### config.mk
export PLATFORM = sky130hd
export DESIGN_NAME = bph_queue
export DESIGN_NICKNAME = d
export VERILOG_FILES = /design/src/sv/bph_pkg.sv /design/src/sv/bph_queue.sv
export SDC_FILE = /design/constraint.sdc
export NUM_CORES = 1
export LEC_CHECK = 0
export BUFFER_PORTS_ARGS = -buffer_cell sky130_fd_sc_hd__buf_4
export CORE_MARGIN = 8
export CORE_UTILIZATION = 45
export DETAILED_ROUTE_END_ITERATION = 8
export PLACE_DENSITY = 0.77
export SLEW_MARGIN = 20
export SYNTH_ARGS = -nofsm -noshare
export SYNTH_HDL_FRONTEND = slang
export SYNTH_SLANG_ARGS = --single-unit
### constraint.sdc
create_clock -name clk -period 6.2 [get_ports clk]
set_input_delay 1.24 -clock clk [delete_from_list [all_inputs] [get_ports clk]]
set_output_delay 1.24 -clock clk [all_outputs]
set_load 0.01 [all_outputs]
### src/sv/bph_pkg.sv
// Shared types, constants and the dot-pattern function of the pattern halftoning block.
package bph_pkg;

  localparam int MAX_WIDTH_DEF = 1024;
  localparam int HEIGHT_LIMIT  = 1024;
  localparam int WIDTH_RESET   = 512;
  localparam int HEIGHT_RESET  = 512;
  localparam int QUEUE_DEPTH   = 4;

  localparam int PIX_W  = 8;
  localparam int CFG_W  = 11;
  localparam int IDX_W  = 2;
  localparam int BLK_W  = 9;
  localparam int PAT_W  = 9;
  localparam int SUM_W  = 12;
  localparam int SEG_W  = 10;
  localparam int ROW_W  = 10;

  // Register indexes on the configuration port
  localparam logic [IDX_W-1:0] REG_IMAGE_WIDTH  = 2'd0;
  localparam logic [IDX_W-1:0] REG_IMAGE_HEIGHT = 2'd1;

  // Classification of one pixel, passed from front to back
  typedef struct packed {
    logic             seg_start;  // first pixel of this block column in the current row
    logic             seg_end;    // last pixel of this block column in the current row
    logic             row_first;  // first row of the block: no earlier partial sum
    logic             emit;       // pixel completes the block
    logic             frame_end;  // final block of the image
    logic [BLK_W-1:0] block_row;
  } item_ctl_t;

  // Sum thresholds: mean >= T is the same as sum >= 9*T
  localparam logic [SUM_W-1:0] LEVEL_SUM [9] = '{
    12'd225, 12'd450, 12'd720, 12'd945, 12'd1170,
    12'd1440, 12'd1620, 12'd1890, 12'd2115
  };
  localparam logic [3:0] BIT_FOR [9] = '{
    4'd4, 4'd5, 4'd3, 4'd1, 4'd8, 4'd0, 4'd6, 4'd7, 4'd2
  };

  function automatic logic [PAT_W-1:0] make_pattern(input logic [SUM_W-1:0] total);
    logic [PAT_W-1:0] pat;
    pat = '0;
    for (int k = 0; k < 9; k++) begin
      if (total >= LEVEL_SUM[k]) pat[BIT_FOR[k]] = 1'b1;
    end
    return pat;
  endfunction

endpackage

### src/sv/bph_queue.sv
// Short FIFO between the front end and the accumulation back end.
module bph_queue #(
  parameter int WIDTH = 8,
  parameter int DEPTH = bph_pkg::QUEUE_DEPTH
) (
  input  logic             clk,
  input  logic             rst_n,
  input  logic             push,
  input  logic [WIDTH-1:0] push_data,
  input  logic             pop,
  output logic             full,
  output logic             not_empty,
  output logic [WIDTH-1:0] head_data
);

  localparam int PW = $clog2(DEPTH);
  localparam int NW = $clog2(DEPTH + 1);

  logic [WIDTH-1:0] slot_r [DEPTH];
  logic [PW-1:0]    wr_ptr_r, wr_ptr_nxt;
  logic [PW-1:0]    rd_ptr_r, rd_ptr_nxt;
  logic [NW-1:0]    count_r, count_nxt;
  logic             do_push, do_pop;

  assign full      = (count_r == NW'(DEPTH));
  assign not_empty = (count_r != '0);
  assign head_data = slot_r[rd_ptr_r];
  assign do_push   = push && !full;
  assign do_pop    = pop && not_empty;

  always_comb begin
    wr_ptr_nxt = wr_ptr_r;
    rd_ptr_nxt = rd_ptr_r;
    count_nxt  = count_r;
    if (do_push) wr_ptr_nxt = (wr_ptr_r == PW'(DEPTH - 1)) ? '0 : wr_ptr_r + 1'b1;
    if (do_pop)  rd_ptr_nxt = (rd_ptr_r == PW'(DEPTH - 1)) ? '0 : rd_ptr_r + 1'b1;
    if (do_push && !do_pop)      count_nxt = count_r + 1'b1;
    else if (do_pop && !do_push) count_nxt = count_r - 1'b1;
  end

  always_ff @(posedge clk) begin
    if (!rst_n) begin
      wr_ptr_r <= '0;
      rd_ptr_r <= '0;
      count_r  <= '0;
    end else begin
      wr_ptr_r <= wr_ptr_nxt;
      rd_ptr_r <= rd_ptr_nxt;
      count_r  <= count_nxt;
    end
  end

  always_ff @(posedge clk) begin
    if (do_push) slot_r[wr_ptr_r] <= push_data;
  end

endmodule

Word-level counts from Yosys, hierarchy flattened:

Memory sizes are Yosys's and may differ from the RTL's. A register that Yosys moved wholly into a read port is not among the register bits.
Index checks and enable logic that the tools add are counted.

* flip-flop bits (word level): 7
* latch bits: 0
* memory bits (writable): 32
* ROM bits: 0
* input port bits: 12
* output and inout bits: 10
* logic and storage cells: 28
* memories kept: 1

Memories
* slot_r: words 4, width 8, rd ports 1, clocked after Yosys merged registers in 1, wr ports 1, line bph_queue.sv:19 `logic [WIDTH-1:0] slot_r [DEPTH];`

* $add $sub $neg: 4
* multipliers: 0
* div/mod/pow operators: 0
* order comparisons: 0
* eq/ne operators: 3
* shifts and indexed selects: 0
* multiplexer cells: 8
* bitwise logic cells: 0
* reduce and logical (&&, ||, !) cells: 9

Operators with widths (number)
* $mux W2: 4
* $mux W3: 2
* $add A2 B1 Y2 const B: 2
* $eq A2 B2 Y1 const B: 2
* $logic_and A1 B1 Y1: 4
* $add A3 B1 Y3 const B: 1
* $eq A3 B3 Y1 const B: 1
* $logic_not A1 Y1: 3
* $reduce_bool A3 Y1: 1
* $sub A3 B1 Y3 const B: 1
* $mux W1: 2
* $reduce_bool A2 Y1: 1

Longest topological paths before layout:

* depth after elaboration: 7
* mapped depth: 9

Worst setup path after synthesis:

OpenSTA, ideal clock, no wires.

* path type: input -> register
* from: input port push
* to: register count_r[2]
* arrival time: 2.791 ns
* required time: 6.124 ns
* slack: 3.333 ns
* stages: 8
* path buffers: 1
* path through: nor2b_1 buf_2 ha_1 inv_1 fa_1 xor2_1 or3_2 a21boi_0

* word-level cells in the longest chain between the ends: 4
* elaborated cells on any way between the ends: 6
* those cells by class: mux (1); reduce/logical (5)

RTL lines
* from (decl): line bph_queue.sv:8 `input logic push,`
* $logic_and A1 B1 Y1 (*): line bph_queue.sv:28 `assign do_push = push && !full;`
* named net do_push: line bph_queue.sv:23 `logic do_push, do_pop;`
* $logic_not A1 Y1: line bph_queue.sv:38 `else if (do_pop && !do_push) count_nxt = count_r - 1'b1;`
* $logic_and A1 B1 Y1: line bph_queue.sv:38
* $reduce_bool A2 Y1 (no source line)
* to (signal assigned): line bph_queue.sv:49 `count_r <= count_nxt;`
* to (decl): line bph_queue.sv:22 `logic [NW-1:0] count_r, count_nxt;`

Mark *: on every way through the listed nets, which the timed path passes. The rest lies on a longest branch.
A chain may end at the register's enable or synchronous reset.

==> results <==
- The run finished with clean final reports.
- The number of nets produced by synthesis is 112.
- The top cell type by area accounts for 58.9% of the synthesized area.
- After detailed routing, the average wire length per cell comes to 15.7 um.
- The upper clock frequency limit is 331 MHz.
- After clock tree synthesis, the clock-pin slew on the worst setup and hold paths is 0.11 ns.
- The via count of the first global-routing pass is ~950.
- In this run the power density over the cells is 367 nW/um^2.
- After detailed routing, the number of vias per cell comes to 5.11.
- The TritonCTS clock tree is done.
- The number of pins exceeding their max-slew limit in the final report is 0.
- The Yosys step of the flow raised 0 warnings.
- The floorplan has 22 rows.
- Yosys attributes the largest share of cell area to sky130_fd_sc_hd__edfxtp_1 59%, sky130_fd_sc_hd__dfxtp_1 11%, sky130_fd_sc_hd__mux4_2 11%, sky130_fd_sc_hd__ha_1 4.6%, sky130_fd_sc_hd__and2_1 1.9%.
- Counting flops with a built-in enable in the synthesized netlist gives 32.
- The summed instance area of the synthesized netlist is 1630 sq um.
- The number of clock buffers added by TritonCTS is 5.
- The number of port buffers is 21.
- The number of design-rule violations left by the first detailed-router iteration is 29.
- The detailed-router iteration count before antenna repair is 4.
- The flip-flop and latch count after synthesis is 41.
- The final setup violation count is 0.
- The worst setup path is launched from a register.
- The number of buffers inserted for hold repair after clock tree synthesis is 0.
- The chip width is roughly 76 um.
- The worst-skew pair later-pin latency is 0.34 ns.
- For this run, the register share of the synthesized area comes to 69.9%.
- The number of nets with antenna violations after routing is 0.
- For the pin with the worst max-slew slack, the measured transition is 0.557 ns.
- The shortest period the worst path allows is ~3 ns.
- In the final design database the tool counted roughly 140 nets.
- The maximum vdd drop is about 0.00018 V.
- The share of layout cells above drive strength 1 is 30.5%.
- The signal arrival time at the worst endpoint is 1.78 ns.
- The setup path with the least slack is of type reg -> out.
- The number of antenna violations at the first check in global routing was 0.
- After floorplanning, the core was sized to cover 3580 sq um.
- The maximum number of pins on one net before global-route repair is 12.
- The tightest min-delay check is of the reg -> reg type.
- The repair_antennas step left the layout with diodes totalling 0.
- The die footprint is 5810 sq um.
- The cell at the slowest stage of the critical path is sky130_fd_sc_hd__dfxtp_1.
- The number of buffers and inverters on the critical path is 1.
- The weighted congestion reported at the end of routability-driven placement is 0.670.
- The half-perimeter wire length of the detailed placement result is 1900 um.
- The top cell type by total area after synthesis is sky130_fd_sc_hd__edfxtp_1.
- The synthesized netlist contains 23 unique library cells.
- For the worst setup path, the data required time is 4.96 ns.
- For this design the static power due to leakage is 0.000679 uW.
- The total via count after detailed routing is 848.
- In this run the worst path has a maximum fanout of 8.
- From synthesis to final layout, the design area changed by 15.2%.
- Global routing consumed, over all layers together, 9.83% of the routing resources.
- The family of cells with the greatest summed delay on the critical path is flip-flops.
- The number of post-CTS setup repair buffers is 0.
- For this design the top-level I/O count stands at 22.
- In the synthesized netlist the dominant register cell turns out to be sky130_fd_sc_hd__edfxtp_1.
- The sum of negative setup slack is 0 ns.
- The initial core utilization is 45.6%.
- The die is 76.2 um tall.
- The count of endpoints failing hold in the final timing report is 0.
- The worst setup path is captured at an output pin.
- The count of clock tree sinks is 41.
- Headroom to the max-slew limit came out at 62.6%.
- The critical path goes through mux4_2, buf_4.
- The delay of the slowest critical-path stage is around 0.69 ns.
- After detailed routing, the total wire length is roughly 2600 um.
- Setup repair after global routing left no endpoint under its margin.
- The post-synthesis instance total is 93.
- The global-route wire length before repair is 4370 um.
- The average instance in the mapped netlist occupies 17.6 sq um.
- The share of the clock period used by the worst path after layout is 48.7%.
- The maximum clock path buffer count is 2.
- In this run the clock root is driven by a sky130_fd_sc_hd__clkbuf_4.
- The post-cts gate resize count is 0.
- The fraction of registers with async set/reset is 0%.
- The H-tree was split into 2 levels.
- Measured on the finished design, the core utilization comes to 52.6%.
- For this run the aggregate overflow at the end of global routing stands at 0.
- The post-route clock skew is 0.00881 ns.
- The count of max-cap constraint violations is 0.
- After detailed routing, the number of remaining DRC violations is 0.
-- cells in the mapped netlist (2+ instances only) --
library cell / instances
sky130_fd_sc_hd__edfxtp_1: 32
sky130_fd_sc_hd__dfxtp_1: 9
sky130_fd_sc_hd__mux4_2: 8
sky130_fd_sc_hd__ha_1: 6
sky130_fd_sc_hd__nand2_1: 6
sky130_fd_sc_hd__and2_1: 5
sky130_fd_sc_hd__inv_1: 3
sky130_fd_sc_hd__mux2i_1: 3
sky130_fd_sc_hd__o21ai_0: 3
sky130_fd_sc_hd__buf_2: 2
sky130_fd_sc_hd__nand3_1: 2
sky130_fd_sc_hd__nor2_1: 2
sky130_fd_sc_hd__nor2b_1: 2
-- sequential cells by signal (all words and copies together) (netlist names), named ones only --
name and count:
count_r 3, wr_ptr_r 2, slot_r 32, rd_ptr_r 2
-- report_power, final --
group | leakage [uW] | internal (uW) | switching (uW) | total (uW)
sequential | 0.000367 | 338 | 36.6 | 375
combinational | 0.000285 | 111 | 83.8 | 195
clock | 0.0000265 | 45.2 | 75.5 | 121
-- worst paths after layout --
check | slack, ns | cells past startpoint | from | end
max | 3.18 | 2 | register | head_data[3]
min | 0.53 | 2 | wr_ptr_r[1]$_SDFFE_PN0P_ | wr_ptr_r[1]$_SDFFE_PN0P_
max reg2reg | 3.69 | 8 | count_r[0]$_SDFFE_PN0P_ | count_r[2]$_SDFFE_PN0P_
min reg2reg | 0.53 | 2 | wr_ptr_r[1]$_SDFFE_PN0P_ | wr_ptr_r[1]$_SDFFE_PN0P_
-- worst reg2reg max path: cells and delay by family (launching register included) --
| kind | cells | cell delay, ns |
|---|---|---|
| flip-flops | 1 | 0.47 |
| AND/OR/NAND/NOR | 3 | 0.93 |
| AO/OA/AOI/OAI | 1 | 0.16 |
| adder cells (fa/ha/maj) | 2 | 0.65 |
| XOR/XNOR | 1 | 0.18 |
| buffers and inverters | 1 | 0.06 |
-- routing by layer --
metal / vias up / global-route usage (%) / part of all wire (%) / wire length, um
li1: 396 / - / - / -
met1: 427 / 9.45 / 40 / 1050
met2: 19 / 17.2 / 53 / 1370
met3: 6 / 5.42 / 5.6 / 146
met4: 0 / 3.46 / 1.6 / 41
met5: - / 0 / 0 / 0
-- cell type report --
class | count | area [sq um]
fillers | 319 | 1700
flip-flops and latches | 41 | 1140
multi-input cells | 45 | 463
repair buffers | 21 | 158
well taps | 48 | 60.1
clock buffers | 8 | 48.8
inverters | 3 | 11.3
-- layout by cell type, fill, tap and decap left out --
cell type                   n
sky130_fd_sc_hd__edfxtp_1  32
sky130_fd_sc_hd__buf_4     21
sky130_fd_sc_hd__dfxtp_1    9
sky130_fd_sc_hd__mux4_2     8
sky130_fd_sc_hd__nand2_1    6
sky130_fd_sc_hd__ha_1       6
sky130_fd_sc_hd__and2_1     5
sky130_fd_sc_hd__clkbuf_4   5
sky130_fd_sc_hd__inv_1      3
sky130_fd_sc_hd__mux2i_1    3
sky130_fd_sc_hd__o21ai_0    3
sky130_fd_sc_hd__clkbuf_1   3
sky130_fd_sc_hd__nor2b_1    2
sky130_fd_sc_hd__nor2_1     2
sky130_fd_sc_hd__nand3_1    2
sky130_fd_sc_hd__nor3b_2    1
sky130_fd_sc_hd__o31ai_1    1
sky130_fd_sc_hd__or3_1      1
sky130_fd_sc_hd__xnor2_1    1
sky130_fd_sc_hd__xor2_1     1
sky130_fd_sc_hd__or3_2      1
sky130_fd_sc_hd__a21boi_0   1
sky130_fd_sc_hd__fa_1       1
-- per-stage QoR --
step,std cells,cell area (sq um),total power [uW],setup slack (ns),hold slack (ns)
floorplan,93,1630,501,3.33,0.468
detailed placement,158,1830,582,2.92,0.505
global route,166,1880,736,3.04,0.558
CTS,166,1880,700,3.12,0.525
finish,166,1880,690,3.18,0.526
global placement,158,1830,572,3.05,0.486
-- cells by family (layout without fill, tap and decap cells) --
family                   after synthesis  count (layout)  share of synthesized area [%]
flip-flops                            41              41                           69.9
buffers and inverters                  7              32                           1.76
adder cells (fa/ha/maj)                7               7                           5.82
AO/OA/AOI/OAI                          5               5                           1.84
XOR/XNOR                               2               2                           1.07
multiplexers                          11              11                           12.9
AND/OR/NAND/NOR                       20              20                           6.74
Power figures use the tool's default switching activity.
