### config.mk
export PLATFORM = sky130hd
export DESIGN_NAME = bph_front
export DESIGN_NICKNAME = d
export VERILOG_FILES = /design/src/sv/bph_pkg.sv /design/src/sv/bph_front.sv
export SDC_FILE = /design/constraint.sdc
export NUM_CORES = 1
export LEC_CHECK = 0
export CORE_MARGIN = 5
export CORE_UTILIZATION = 35
export DETAILED_ROUTE_END_ITERATION = 7
export DONT_BUFFER_PORTS = 1
export GPL_TIMING_DRIVEN = 1
export HOLD_SLACK_MARGIN = 0.1
export PLACE_DENSITY_LB_ADDON = 0.08
export SETUP_SLACK_MARGIN = 0.2
export SLEW_MARGIN = 20
export SYNTH_ARGS = -nofsm -noshare
export SYNTH_HDL_FRONTEND = slang
export SYNTH_SLANG_ARGS = --single-unit
### constraint.sdc
create_clock -name clk -period 2.5 [get_ports clk]
set_clock_uncertainty 0.1 [all_clocks]
set_input_delay 0.25 -clock clk [delete_from_list [all_inputs] [get_ports clk]]
set_output_delay 0.25 -clock clk [all_outputs]
set_load 0.05 [all_outputs]
### src/sv/bph_pkg.sv
// Shared types, constants and the dot-pattern function of the pattern halftoning block.
package bph_pkg;

  localparam int MAX_WIDTH_DEF = 1024;
  localparam int HEIGHT_LIMIT  = 1024;
  localparam int WIDTH_RESET   = 512;
  localparam int HEIGHT_RESET  = 512;
  localparam int QUEUE_DEPTH   = 4;

  localparam int PIX_W  = 8;
  localparam int CFG_W  = 11;
  localparam int IDX_W  = 2;
  localparam int BLK_W  = 9;
  localparam int PAT_W  = 9;
  localparam int SUM_W  = 12;
  localparam int SEG_W  = 10;
  localparam int ROW_W  = 10;

  // Register indexes on the configuration port
  localparam logic [IDX_W-1:0] REG_IMAGE_WIDTH  = 2'd0;
  localparam logic [IDX_W-1:0] REG_IMAGE_HEIGHT = 2'd1;

  // Classification of one pixel, passed from front to back
  typedef struct packed {
    logic             seg_start;  // first pixel of this block column in the current row
    logic             seg_end;    // last pixel of this block column in the current row
    logic             row_first;  // first row of the block: no earlier partial sum
    logic             emit;       // pixel completes the block
    logic             frame_end;  // final block of the image
    logic [BLK_W-1:0] block_row;
  } item_ctl_t;

  // Sum thresholds: mean >= T is the same as sum >= 9*T
  localparam logic [SUM_W-1:0] LEVEL_SUM [9] = '{
    12'd225, 12'd450, 12'd720, 12'd945, 12'd1170,
    12'd1440, 12'd1620, 12'd1890, 12'd2115
  };
  localparam logic [3:0] BIT_FOR [9] = '{
    4'd4, 4'd5, 4'd3, 4'd1, 4'd8, 4'd0, 4'd6, 4'd7, 4'd2
  };

  function automatic logic [PAT_W-1:0] make_pattern(input logic [SUM_W-1:0] total);
    logic [PAT_W-1:0] pat;
    pat = '0;
    for (int k = 0; k < 9; k++) begin
      if (total >= LEVEL_SUM[k]) pat[BIT_FOR[k]] = 1'b1;
    end
    return pat;
  endfunction

endpackage

### src/sv/bph_front.sv
// Front end: raster position counters, block classification and configuration registers.
module bph_front #(
  parameter int MAX_WIDTH = bph_pkg::MAX_WIDTH_DEF
) (
  input  logic                       clk,
  input  logic                       rst_n,
  input  logic                       in_valid,
  input  logic                       in_stall,
  input  logic [bph_pkg::PIX_W-1:0]  in_pixel,
  input  logic                       cfg_valid,
  input  logic [bph_pkg::IDX_W-1:0]  cfg_index,
  input  logic [bph_pkg::CFG_W-1:0]  cfg_data,
  output logic                       push,
  output logic [bph_pkg::PIX_W-1:0]  push_pixel,
  output logic [$clog2((MAX_WIDTH+2)/3 > 1 ? (MAX_WIDTH+2)/3 : 2)-1:0] push_bc,
  output bph_pkg::item_ctl_t         push_ctl
);

  localparam int SUM_SLOTS = (MAX_WIDTH + 2) / 3;
  localparam int BCW       = $clog2(SUM_SLOTS > 1 ? SUM_SLOTS : 2);
  localparam int CW        = $clog2(MAX_WIDTH);
  localparam int W_RST     = (bph_pkg::WIDTH_RESET > MAX_WIDTH) ? MAX_WIDTH
                                                                : bph_pkg::WIDTH_RESET;
  localparam int H_RST     = (bph_pkg::HEIGHT_RESET > bph_pkg::HEIGHT_LIMIT)
                             ? bph_pkg::HEIGHT_LIMIT : bph_pkg::HEIGHT_RESET;

  logic [CW-1:0]                 w_last_r, w_last_nxt;
  logic [bph_pkg::ROW_W-1:0]     h_last_r, h_last_nxt;
  logic [CW-1:0]                 col_count_r, col_count_nxt;
  logic [bph_pkg::ROW_W-1:0]     row_count_r, row_count_nxt;
  logic [1:0]                    col_phase_r, col_phase_nxt;
  logic [1:0]                    row_phase_r, row_phase_nxt;
  logic [BCW-1:0]                bc_r, bc_nxt;
  logic [bph_pkg::BLK_W-1:0]     brow_r, brow_nxt;
  logic                          last_col, last_row, cfg_hit;

  assign last_col = (col_count_r >= w_last_r);
  assign last_row = (row_count_r >= h_last_r);
  assign push     = in_valid && !in_stall;

  assign push_pixel          = in_pixel;
  assign push_bc             = bc_r;
  assign push_ctl.seg_start  = (col_phase_r == 2'd0);
  assign push_ctl.seg_end    = (col_phase_r == 2'd2) || last_col;
  assign push_ctl.row_first  = (row_phase_r == 2'd0);
  assign push_ctl.emit       = ((col_phase_r == 2'd2) || last_col) &&
                               ((row_phase_r == 2'd2) || last_row);
  assign push_ctl.frame_end  = last_col && last_row;
  assign push_ctl.block_row  = brow_r;

  assign cfg_hit = cfg_valid && ((cfg_index == bph_pkg::REG_IMAGE_WIDTH) ||
                                 (cfg_index == bph_pkg::REG_IMAGE_HEIGHT));

  always_comb begin
    w_last_nxt     = w_last_r;
    h_last_nxt     = h_last_r;
    col_count_nxt  = col_count_r;
    row_count_nxt  = row_count_r;
    col_phase_nxt  = col_phase_r;
    row_phase_nxt  = row_phase_r;
    bc_nxt         = bc_r;
    brow_nxt       = brow_r;
    if (cfg_hit) begin
      // clamp out-of-range sizes and restart the frame
      if (cfg_index == bph_pkg::REG_IMAGE_WIDTH) begin
        if (cfg_data == '0)                   w_last_nxt = '0;
        else if (int'(cfg_data) > MAX_WIDTH)  w_last_nxt = CW'(MAX_WIDTH - 1);
        else                                  w_last_nxt = CW'(cfg_data - 11'd1);
      end else begin
        if (cfg_data == '0)                   h_last_nxt = '0;
        else if (int'(cfg_data) > bph_pkg::HEIGHT_LIMIT)
          h_last_nxt = bph_pkg::ROW_W'(bph_pkg::HEIGHT_LIMIT - 1);
        else                                  h_last_nxt = bph_pkg::ROW_W'(cfg_data - 11'd1);
      end
      col_count_nxt = '0;
      row_count_nxt = '0;
      col_phase_nxt = '0;
      row_phase_nxt = '0;
      bc_nxt        = '0;
      brow_nxt      = '0;
    end else if (push) begin
      if (last_col) begin
        col_count_nxt = '0;
        col_phase_nxt = '0;
        bc_nxt        = '0;
        if (last_row) begin
          row_count_nxt = '0;
          row_phase_nxt = '0;
          brow_nxt      = '0;
        end else begin
          row_count_nxt = row_count_r + 1'b1;
          if (row_phase_r == 2'd2) begin
            row_phase_nxt = '0;
            brow_nxt      = brow_r + 1'b1;
          end else begin
            row_phase_nxt = row_phase_r + 1'b1;
          end
        end
      end else begin
        col_count_nxt = col_count_r + 1'b1;
        if (col_phase_r == 2'd2) begin
          col_phase_nxt = '0;
          bc_nxt        = bc_r + 1'b1;
        end else begin
          col_phase_nxt = col_phase_r + 1'b1;
        end
      end
    end
  end

  always_ff @(posedge clk) begin
    if (!rst_n) begin
      w_last_r    <= CW'(W_RST - 1);
      h_last_r    <= bph_pkg::ROW_W'(H_RST - 1);
      col_count_r <= '0;
      row_count_r <= '0;
      col_phase_r <= '0;
      row_phase_r <= '0;
      bc_r        <= '0;
      brow_r      <= '0;
    end else begin
      w_last_r    <= w_last_nxt;
      h_last_r    <= h_last_nxt;
      col_count_r <= col_count_nxt;
      row_count_r <= row_count_nxt;
      col_phase_r <= col_phase_nxt;
      row_phase_r <= row_phase_nxt;
      bc_r        <= bc_nxt;
      brow_r      <= brow_nxt;
    end
  end

endmodule

Word-level counts from Yosys, hierarchy flattened
Index checks and enable logic that the tools add are counted.

Logic and storage cells: 55. Bits of input ports: 26. Bits in registers: 62.

Bitwise gates (word level): 2. Add/subtract/negate cells: 7. Order comparisons: 3. Equality and inequality tests: 3. Reduce and logical (&&, ||, !) cells: 20. Muxes and demuxes: 12.

Operator list (number): 2-to-1 mux 10 bit (4); 2-to-1 mux 9 bit (4); adder 10 x 1 -> 10 bit, second input constant (2); >= comparator 10 bit (2); adder 9 x 1 -> 9 bit, second input constant (2); greater-than comparator 11 bit, second input constant (1); zero test 11 bit (1); subtractor 10 x 1 -> 10 bit, second input constant (1); 2-to-1 mux 2 bit (4); AND reduction 2 bit (4); zero test 2 bit (3); adder 2 x 1 -> 2 bit, second input constant (2); equality test 2 bit, second input constant (2); logical AND 1 bit (4); nonzero test 2 bit (2); logical OR 1 bit (3); AND reduction 3 bit (1); equality test 2 x 1 -> 1 bit, second input constant (1); NOT 1 bit (2); OR reduction 2 bit (1); zero test 1 bit (1).

Depth between registers and ports, before layout
Gate-level depths: netlist of the first run.

Depth in word-level cells: 4. Depth in mapped cells: 9.

Worst setup path before layout of the first run
No wires, ideal clock.

Path type: register -> output. Start: register col_count_r[0]. End: output push_ctl[10] (netlist name). Required time: 2.150 ns. Path buffers: 1. Data arrival time: 2.233 ns. Setup slack: -0.083 ns. Stages on the path, launching flop included: 9. Path through: dfxtp_1 > inv_1 > ha_1 > nand2b_1 > a21oi_1 > o31ai_2 > buf_4 > nor3_2 > a21oi_1.

RTL lines: start: declaration (RTL line bph_front.sv:29) `logic [CW-1:0] col_count_r, col_count_nxt;`; start signal: assignment (RTL line bph_front.sv:124) `col_count_r <= col_count_nxt;`; end: declaration (RTL line bph_front.sv:16) `output bph_pkg::item_ctl_t push_ctl`.

==> results.py, run 1 <==
metrics = {
    "run_status": {
        "outcome": "complete, no violations",
    },
    "critical_path": {
        "regToRegSetupSlack_ps": 120,
        "worstRegToRegCells": 10,
        "r2r_end": "row_count_r[5]$_SDFFE_PP0P_",
        "startpoint": "w_last_r[6]$_SDFFE_PN1P_",
        "worstPathRequired_ps": 2150,
        "cp-end-kind": "primary output",
        "arrival_ps": 2060,
        "cp-start-kind": "flip-flop",
        "timing.rr.start": "w_last_r[6]$_SDFFE_PN1P_",
        "crit_path_max_fanout": 5,
        "critical_path_class": "flip-flop to primary output",
        "crit_end": "push_ctl[10]",
    },
    "sta": {
        "tns_ps": 0,
        "fin_crit_sh": 0.963,
        "finalHoldViolations": 0,
        "max_freq_mhz": 415,
        "setup_violations": 0,
        "period_needed_ps": 2410,
        "rsz0062_at_grt": "true",
        "worst_pin_slew_ps": 750,
        "max_slew_margin": 0.499,
        "slew_viol_final": 0,
    },
    "clock_network": {
        "clock_latency_ps": 340,
        "clock-root-buffer": "clkbuf_8",
        "clk_path_buf_depth": 2,
        "clk_pin_slew_worst_paths_ps": 70,
        "cts_sinks": 62,
        "cts_buffers": 9,
        "cts_tree": "built",
        "htreeDepth": 3,
    },
    "die": {
        "dieArea_um2": 12400,
        "io_pins": 58,
        "core_um2": 10200,
        "rows": 37,
        "die_w_um": 111,
        "fp.dieH_um": 111,
        "start_util": 0.353,
    },
    "synthesis": {
        "synth_fp_nets": 501,
        "synth_edf_count": 0,
        "syn_inst": 450,
        "ys_seq_area_frac": 0.346,
        "yosys_warnings": 0,
        "async_reset_ff_frac": 0,
        "synth_seq_cells": 62,
        "synth.area.top_cells": "dfxtp_1, ha_1, nand2_1, a21oi_1, nand3_1",
        "synth_top_area_frac": 0.346,
        "synth_flop_cell": "dfxtp_1",
        "yosysTopAreaCell": "dfxtp_1",
        "synth_cell_types": 53,
        "avgSynthCellArea_um2": 7.98,
        "synth_area_um2": 3590,
        "synth.most_common_cell": "nand2_1",
        "synthTopCellsByCount": "nand2_1, dfxtp_1, a21oi_1, nand3_1, inv_1",
    },
    "route": {
        "drt_iter0_drc": 105,
        "wirelength_um": 9370,
        "route.detailed.wl_per_inst_um": 14.6,
        "vias": 3306,
        "final_antenna_net_count": 0,
        "dr.pass1.iters": 4,
        "drc": 0,
        "vias_per_cell": 5.15,
    },
    "layout": {
        "postLayoutCellArea_um2": 4700,
        "synthToLayoutAreaGrowth_pct": 31.0,
        "num-nets-final": 552,
        "antenna_cells": 0,
        "fin_util": 0.462,
        "fin_cells": 642,
        "drive_gt1_frac": 0.261,
    },
    "grt": {
        "grt_pass1_vias": 3182,
        "track_usage": 0.152,
        "grt_max_degree": 22,
        "grt-ovfl-total": 0,
        "grt_antenna_before_repair": 0,
        "grt_pass1_wl_um": 15700,
    },
    "placed_design": {
        "dp_hpwl_um": 6530,
        "post_dp_cell_area_um2": 3960,
        "gp_congestion": 0.763,
        "dpl.cell_count": 599,
        "io_buffers": 0,
    },
    "power_and_ir_drop": {
        "p_per_area_nw_per_um2": 462,
        "leakagePower_nw": 1.89,
        "ir_drop_mv": 0.222,
    },
    "flow_run": {
        "maxCapViolations": 0,
    },
    "min_path": {
        "hold_class": "input port to flip-flop",
    },
}
[repair_timing]
item,in CTS,in global routing
pin swaps,10,22
hold buffers,4,0
endpoints found under the setup margin,45,33
resized for setup,22,45
cloned,0,1
buffers inserted,13,9
endpoints found under the hold margin,20,0
[state kept, by name (all words and copies together) (netlist names)]
name,count
row_phase_r,2
row_count_r,10
col_count_r,10
w_last_r,10
col_phase_r,2
push_bc,9
brow_r,9
h_last_r,10
[through the flow]
step                      hold WS (ps)  power (W)  worst slack, ps
after floorplan                    298    0.00118              230
after CTS                          113    0.00218             72.1
final                              111    0.00217             93.0
after global placement             216    0.00118             -237
after detailed placement           219    0.00118             -307
after global routing               111    0.00227            -19.7
[cell type report]
type / instances / area [um^2]
Inverter: 30 / 113
Fill cell: 1036 / 5480
Clock inverter: 4 / 70.1
Timing Repair Buffer: 68 / 632
Multi-Input combinational cell: 330 / 2320
Sequential cell: 62 / 1250
Clock buffer: 12 / 145
Tap cell: 136 / 170
[power breakdown]
part | switching [W] | internal [W]
clock network | 0.000400 | 0.000587
logic | 0.000107 | 0.0000657
registers | 0.00000908 | 0.00100
[critical path: stages (launching register included)]
cell     delay, ps
dfxtp_2        330
inv_2           50
ha_4           250
nand4_1        190
buf_4          210
a21oi_4        140
buf_6          160
nor3_4          60
a21oi_2        170
buf_12         150
[how the worst min path moves through the flow]
stage / start / endpoint / slack (ps) / cells past startpoint
2_1_floorplan: cfg_index[0] / h_last_r[5]$_SDFFE_PN1P_ / 300 / 2
3_3_place_gp: rst_n / h_last_r[7]$_SDFFE_PN1P_ / 220 / 1
3_5_place_dp: rst_n / w_last_r[6]$_SDFFE_PN1P_ / 220 / 1
4_1_cts: cfg_data[9] / h_last_r[9]$_SDFFE_PN0P_ / 110 / 2
5_1_grt: cfg_data[9] / h_last_r[9]$_SDFFE_PN0P_ / 110 / 2
6_report: cfg_data[9] / h_last_r[9]$_SDFFE_PN0P_ / 110 / 2
[routing by layer]
metal / global-route usage / share of wire / vias up
met2: 0.256 / 0.47 / 61
met3: 0.0349 / 0.042 / 9
met5: 0 / 0 / -
met4: 0.0462 / 0.010 / 0
li1: - / - / 1709
met1: 0.195 / 0.47 / 1527
[logic make-up after synthesis]
group,Yosys count,synth area share
mux,1,0.00279
buf+inv,58,0.0735
xor+xnor,15,0.0366
simple gates,186,0.263
compound gates,103,0.192
fa+ha+maj,25,0.0871
flops,62,0.346
[placed cells by master, fill, tap and decap left out, types with 5 or more instances in the layout]
master    synthesis  layout
nor2_1           26      23
ha_1             25      19
o21a_1            7       7
a31oi_1          10      10
buf_12            0       5
and3_1            5       5
xnor2_1           7       7
buf_4             9      46
or3_1             7       7
nand4_1          10      10
a21oi_2           1       7
nand2_1          65      63
xor2_1            8       8
or4_1             8       7
dfxtp_2           0       8
o211ai_1         15      15
clkbuf_8          0      10
buf_6             1      13
dfxtp_1          62      53
inv_1            29      24
o21ai_1          18      15
ha_4              0       6
a21oi_1          30      22
nor3_1            9       8
nand3_1          30      30
inv_2             1       6
(Power assumes the default switching activity.)
==> run 2: changes to the inputs <==
- SETUP_SLACK_MARGIN: 0.2 -> unset
==> run 2 against run 1 <==
Flip-flop and latch count did not move. Setup slack worse by 17 ps. Final cell count is 4.0% lower. Maximum frequency shrank 0.72%. First-iteration DRC count up 26%. Sequential power barely moved. Clock power shrank 6.9%. Critical endpoint unchanged. Largest power group unchanged.
==> results.py, run 2 (same netlist as run 1, synthesis figures left out) <==
metrics = {
    "min_path": {
        "hold_class": "input port to flip-flop",
        "hold_depth": 2,
        "hold_start": "cfg_data[0]",
    },
    "clock_network": {
        "clk_pin_slew_worst_paths_ps": 70,
        "clock_latency_ps": 350,
        "cts_sinks": 62,
        "clk_path_buf_depth": 2,
        "cts_tree": "built",
        "cts_buffers": 9,
        "htreeDepth": 3,
        "clock-root-buffer": "clkbuf_8",
    },
    "route": {
        "vias": 3192,
        "drc": 0,
        "vias_per_cell": 5.18,
        "dr.pass1.iters": 4,
        "wirelength_um": 9250,
        "final_antenna_net_count": 0,
        "route.detailed.wl_per_inst_um": 15.0,
        "drt_iter0_drc": 132,
    },
    "critical_path": {
        "critical_path_class": "flip-flop to primary output",
        "cp.depth": 8,
        "timing.rr.start": "w_last_r[6]$_SDFFE_PN1P_",
        "cp_slowest_cell": "dfxtp_4",
        "slowest_delay_ps": 350,
        "arrival_ps": 2070,
        "worstRegToRegCells": 9,
        "cp_cell_sequence": "ha_4, a211o_1, a21oi_2, o31ai_4, buf_6, nor3_4, a21oi_2, buf_12",
        "worstPathRequired_ps": 2150,
        "worst-path-buf-inv": 2,
        "cp-end-kind": "primary output",
        "cp-start-kind": "flip-flop",
        "startpoint": "col_count_r[7]$_SDFFE_PP0P_",
        "crit_family": "compound AO/OA/AOI/OAI gates",
        "cp_common_cell": "a21oi_2",
        "crit_path_max_fanout": 3,
    },
    "power_and_ir_drop": {
        "ir_drop_mv": 0.256,
        "p_per_area_nw_per_um2": 488,
        "switching_power_w": 0.000519,
        "comb_power_share": 0.076,
        "finalPower_w": 0.00209,
        "clock_power_share": 0.440,
        "p_seq_frac": 0.484,
        "leakagePower_nw": 1.71,
        "switching_share": 0.248,
        "p_int_w": 0.00157,
    },
    "sta": {
        "hold_slack_ps": 122,
        "max_slew_margin": 0.476,
        "period_needed_ps": 2420,
        "slew_viol_final": 0,
        "fin_crit_sh": 0.970,
        "setup_violations": 0,
        "rsz0062_at_grt": "true",
        "tns_ps": 0,
        "worst_pin_slew_ps": 783,
        "finalHoldViolations": 0,
        "max_freq_mhz": 412,
    },
    "grt": {
        "track_usage": 0.149,
        "grt_pass1_wl_um": 15200,
        "grt_pass1_vias": 3030,
        "grt_antenna_before_repair": 0,
        "grt_max_degree": 22,
        "grt-ovfl-total": 0,
    },
    "flow_run": {
        "maxCapViolations": 0,
    },
    "placed_design": {
        "dp_hpwl_um": 6390,
        "gp_congestion": 0.785,
        "io_buffers": 0,
    },
    "layout": {
        "fin_util": 0.421,
        "layout_commonest_cell": "nand2_1",
        "antenna_cells": 0,
        "num-nets-final": 526,
        "drive_gt1_frac": 0.173,
        "synthToLayoutAreaGrowth_pct": 19.2,
        "final_cell_mix": "nand2_1, dfxtp_1, nand3_1, buf_4, inv_1",
    },
    "die": {
        "die_w_um": 111,
        "core_um2": 10200,
        "dieArea_um2": 12400,
        "fp.dieH_um": 111,
        "io_pins": 58,
        "rows": 37,
        "start_util": 0.353,
    },
    "run_status": {
        "outcome": "complete, no violations",
    },
}
run 2: layout make-up:
type,instances,area (um^2)
Tap cell,136,170
Multi-Input combinational cell,331,2190
Clock buffer,12,155
Sequential cell,62,1250
Timing Repair Buffer,41,360
Inverter,30,113
Clock inverter,4,45.0
Fill cell,1073,5900
run 2: through the flow:
stage,cell area (um^2),worst slack [ps],instances
5_1_grt,4280,-39.9,616
2_1_floorplan,3600,14.3,450
6_report,4280,75.6,616
3_5_place_dp,3860,113,588
4_1_cts,4190,4.26,613
3_3_place_gp,3860,134,588
run 2: power by group through the flow:
stage / Clock [W] / Sequential (W) / Combinational (W)
final: 0.000919 / 0.00101 / 0.000158
after global routing: 0.000991 / 0.00101 / 0.000179
after CTS: 0.000953 / 0.00101 / 0.000156
after detailed placement: 0 / 0.00104 / 0.000143
after global placement: 0 / 0.00104 / 0.000142
after floorplan: 0 / 0.00103 / 0.000146
run 2: worst reg2reg max path, cell delays in order, from the launching register on:
cell      delay [ps]
dfxtp_1          310
inv_1             50
ha_2             300
nand4_1          210
o31ai_4          270
buf_6            150
buf_4            190
o211ai_4         150
or4_1            520
o21ai_1           80
run 2: worst paths after layout:
| path | end | slack, ps |
|---|---|---|
| setup / recovery | push_ctl[10] | 80 |
| hold / removal | w_last_r[0]$_SDFFE_PN1P_ | 120 |
| setup reg to reg | brow_r[8]$_SDFFE_PP0P_ | 110 |
| hold reg to reg | w_last_r[9]$_SDFFE_PN0P_ | 370 |
run 2: routing by layer:
layer / routed length, um / global-route usage / part of all wire / vias to the layer above
met1: 4300 / 0.191 / 0.47 / 1464
met3: 407 / 0.0420 / 0.044 / 10
met2: 4440 / 0.244 / 0.48 / 63
met5: 0 / 0 / 0 / -
met4: 93 / 0.0438 / 0.010 / 0
li1: - / - / - / 1655
run 2: repair_timing:
action | 4_1_cts | 5_1_grt
buffers inserted | 4 | 2
hold buffers | 5 | 0
resized for setup | 9 | 18
gates cloned | 0 | 1
hold endpoints to repair | 20 | 0
pin swaps | 6 | 7
setup endpoints to repair | 3 | 19
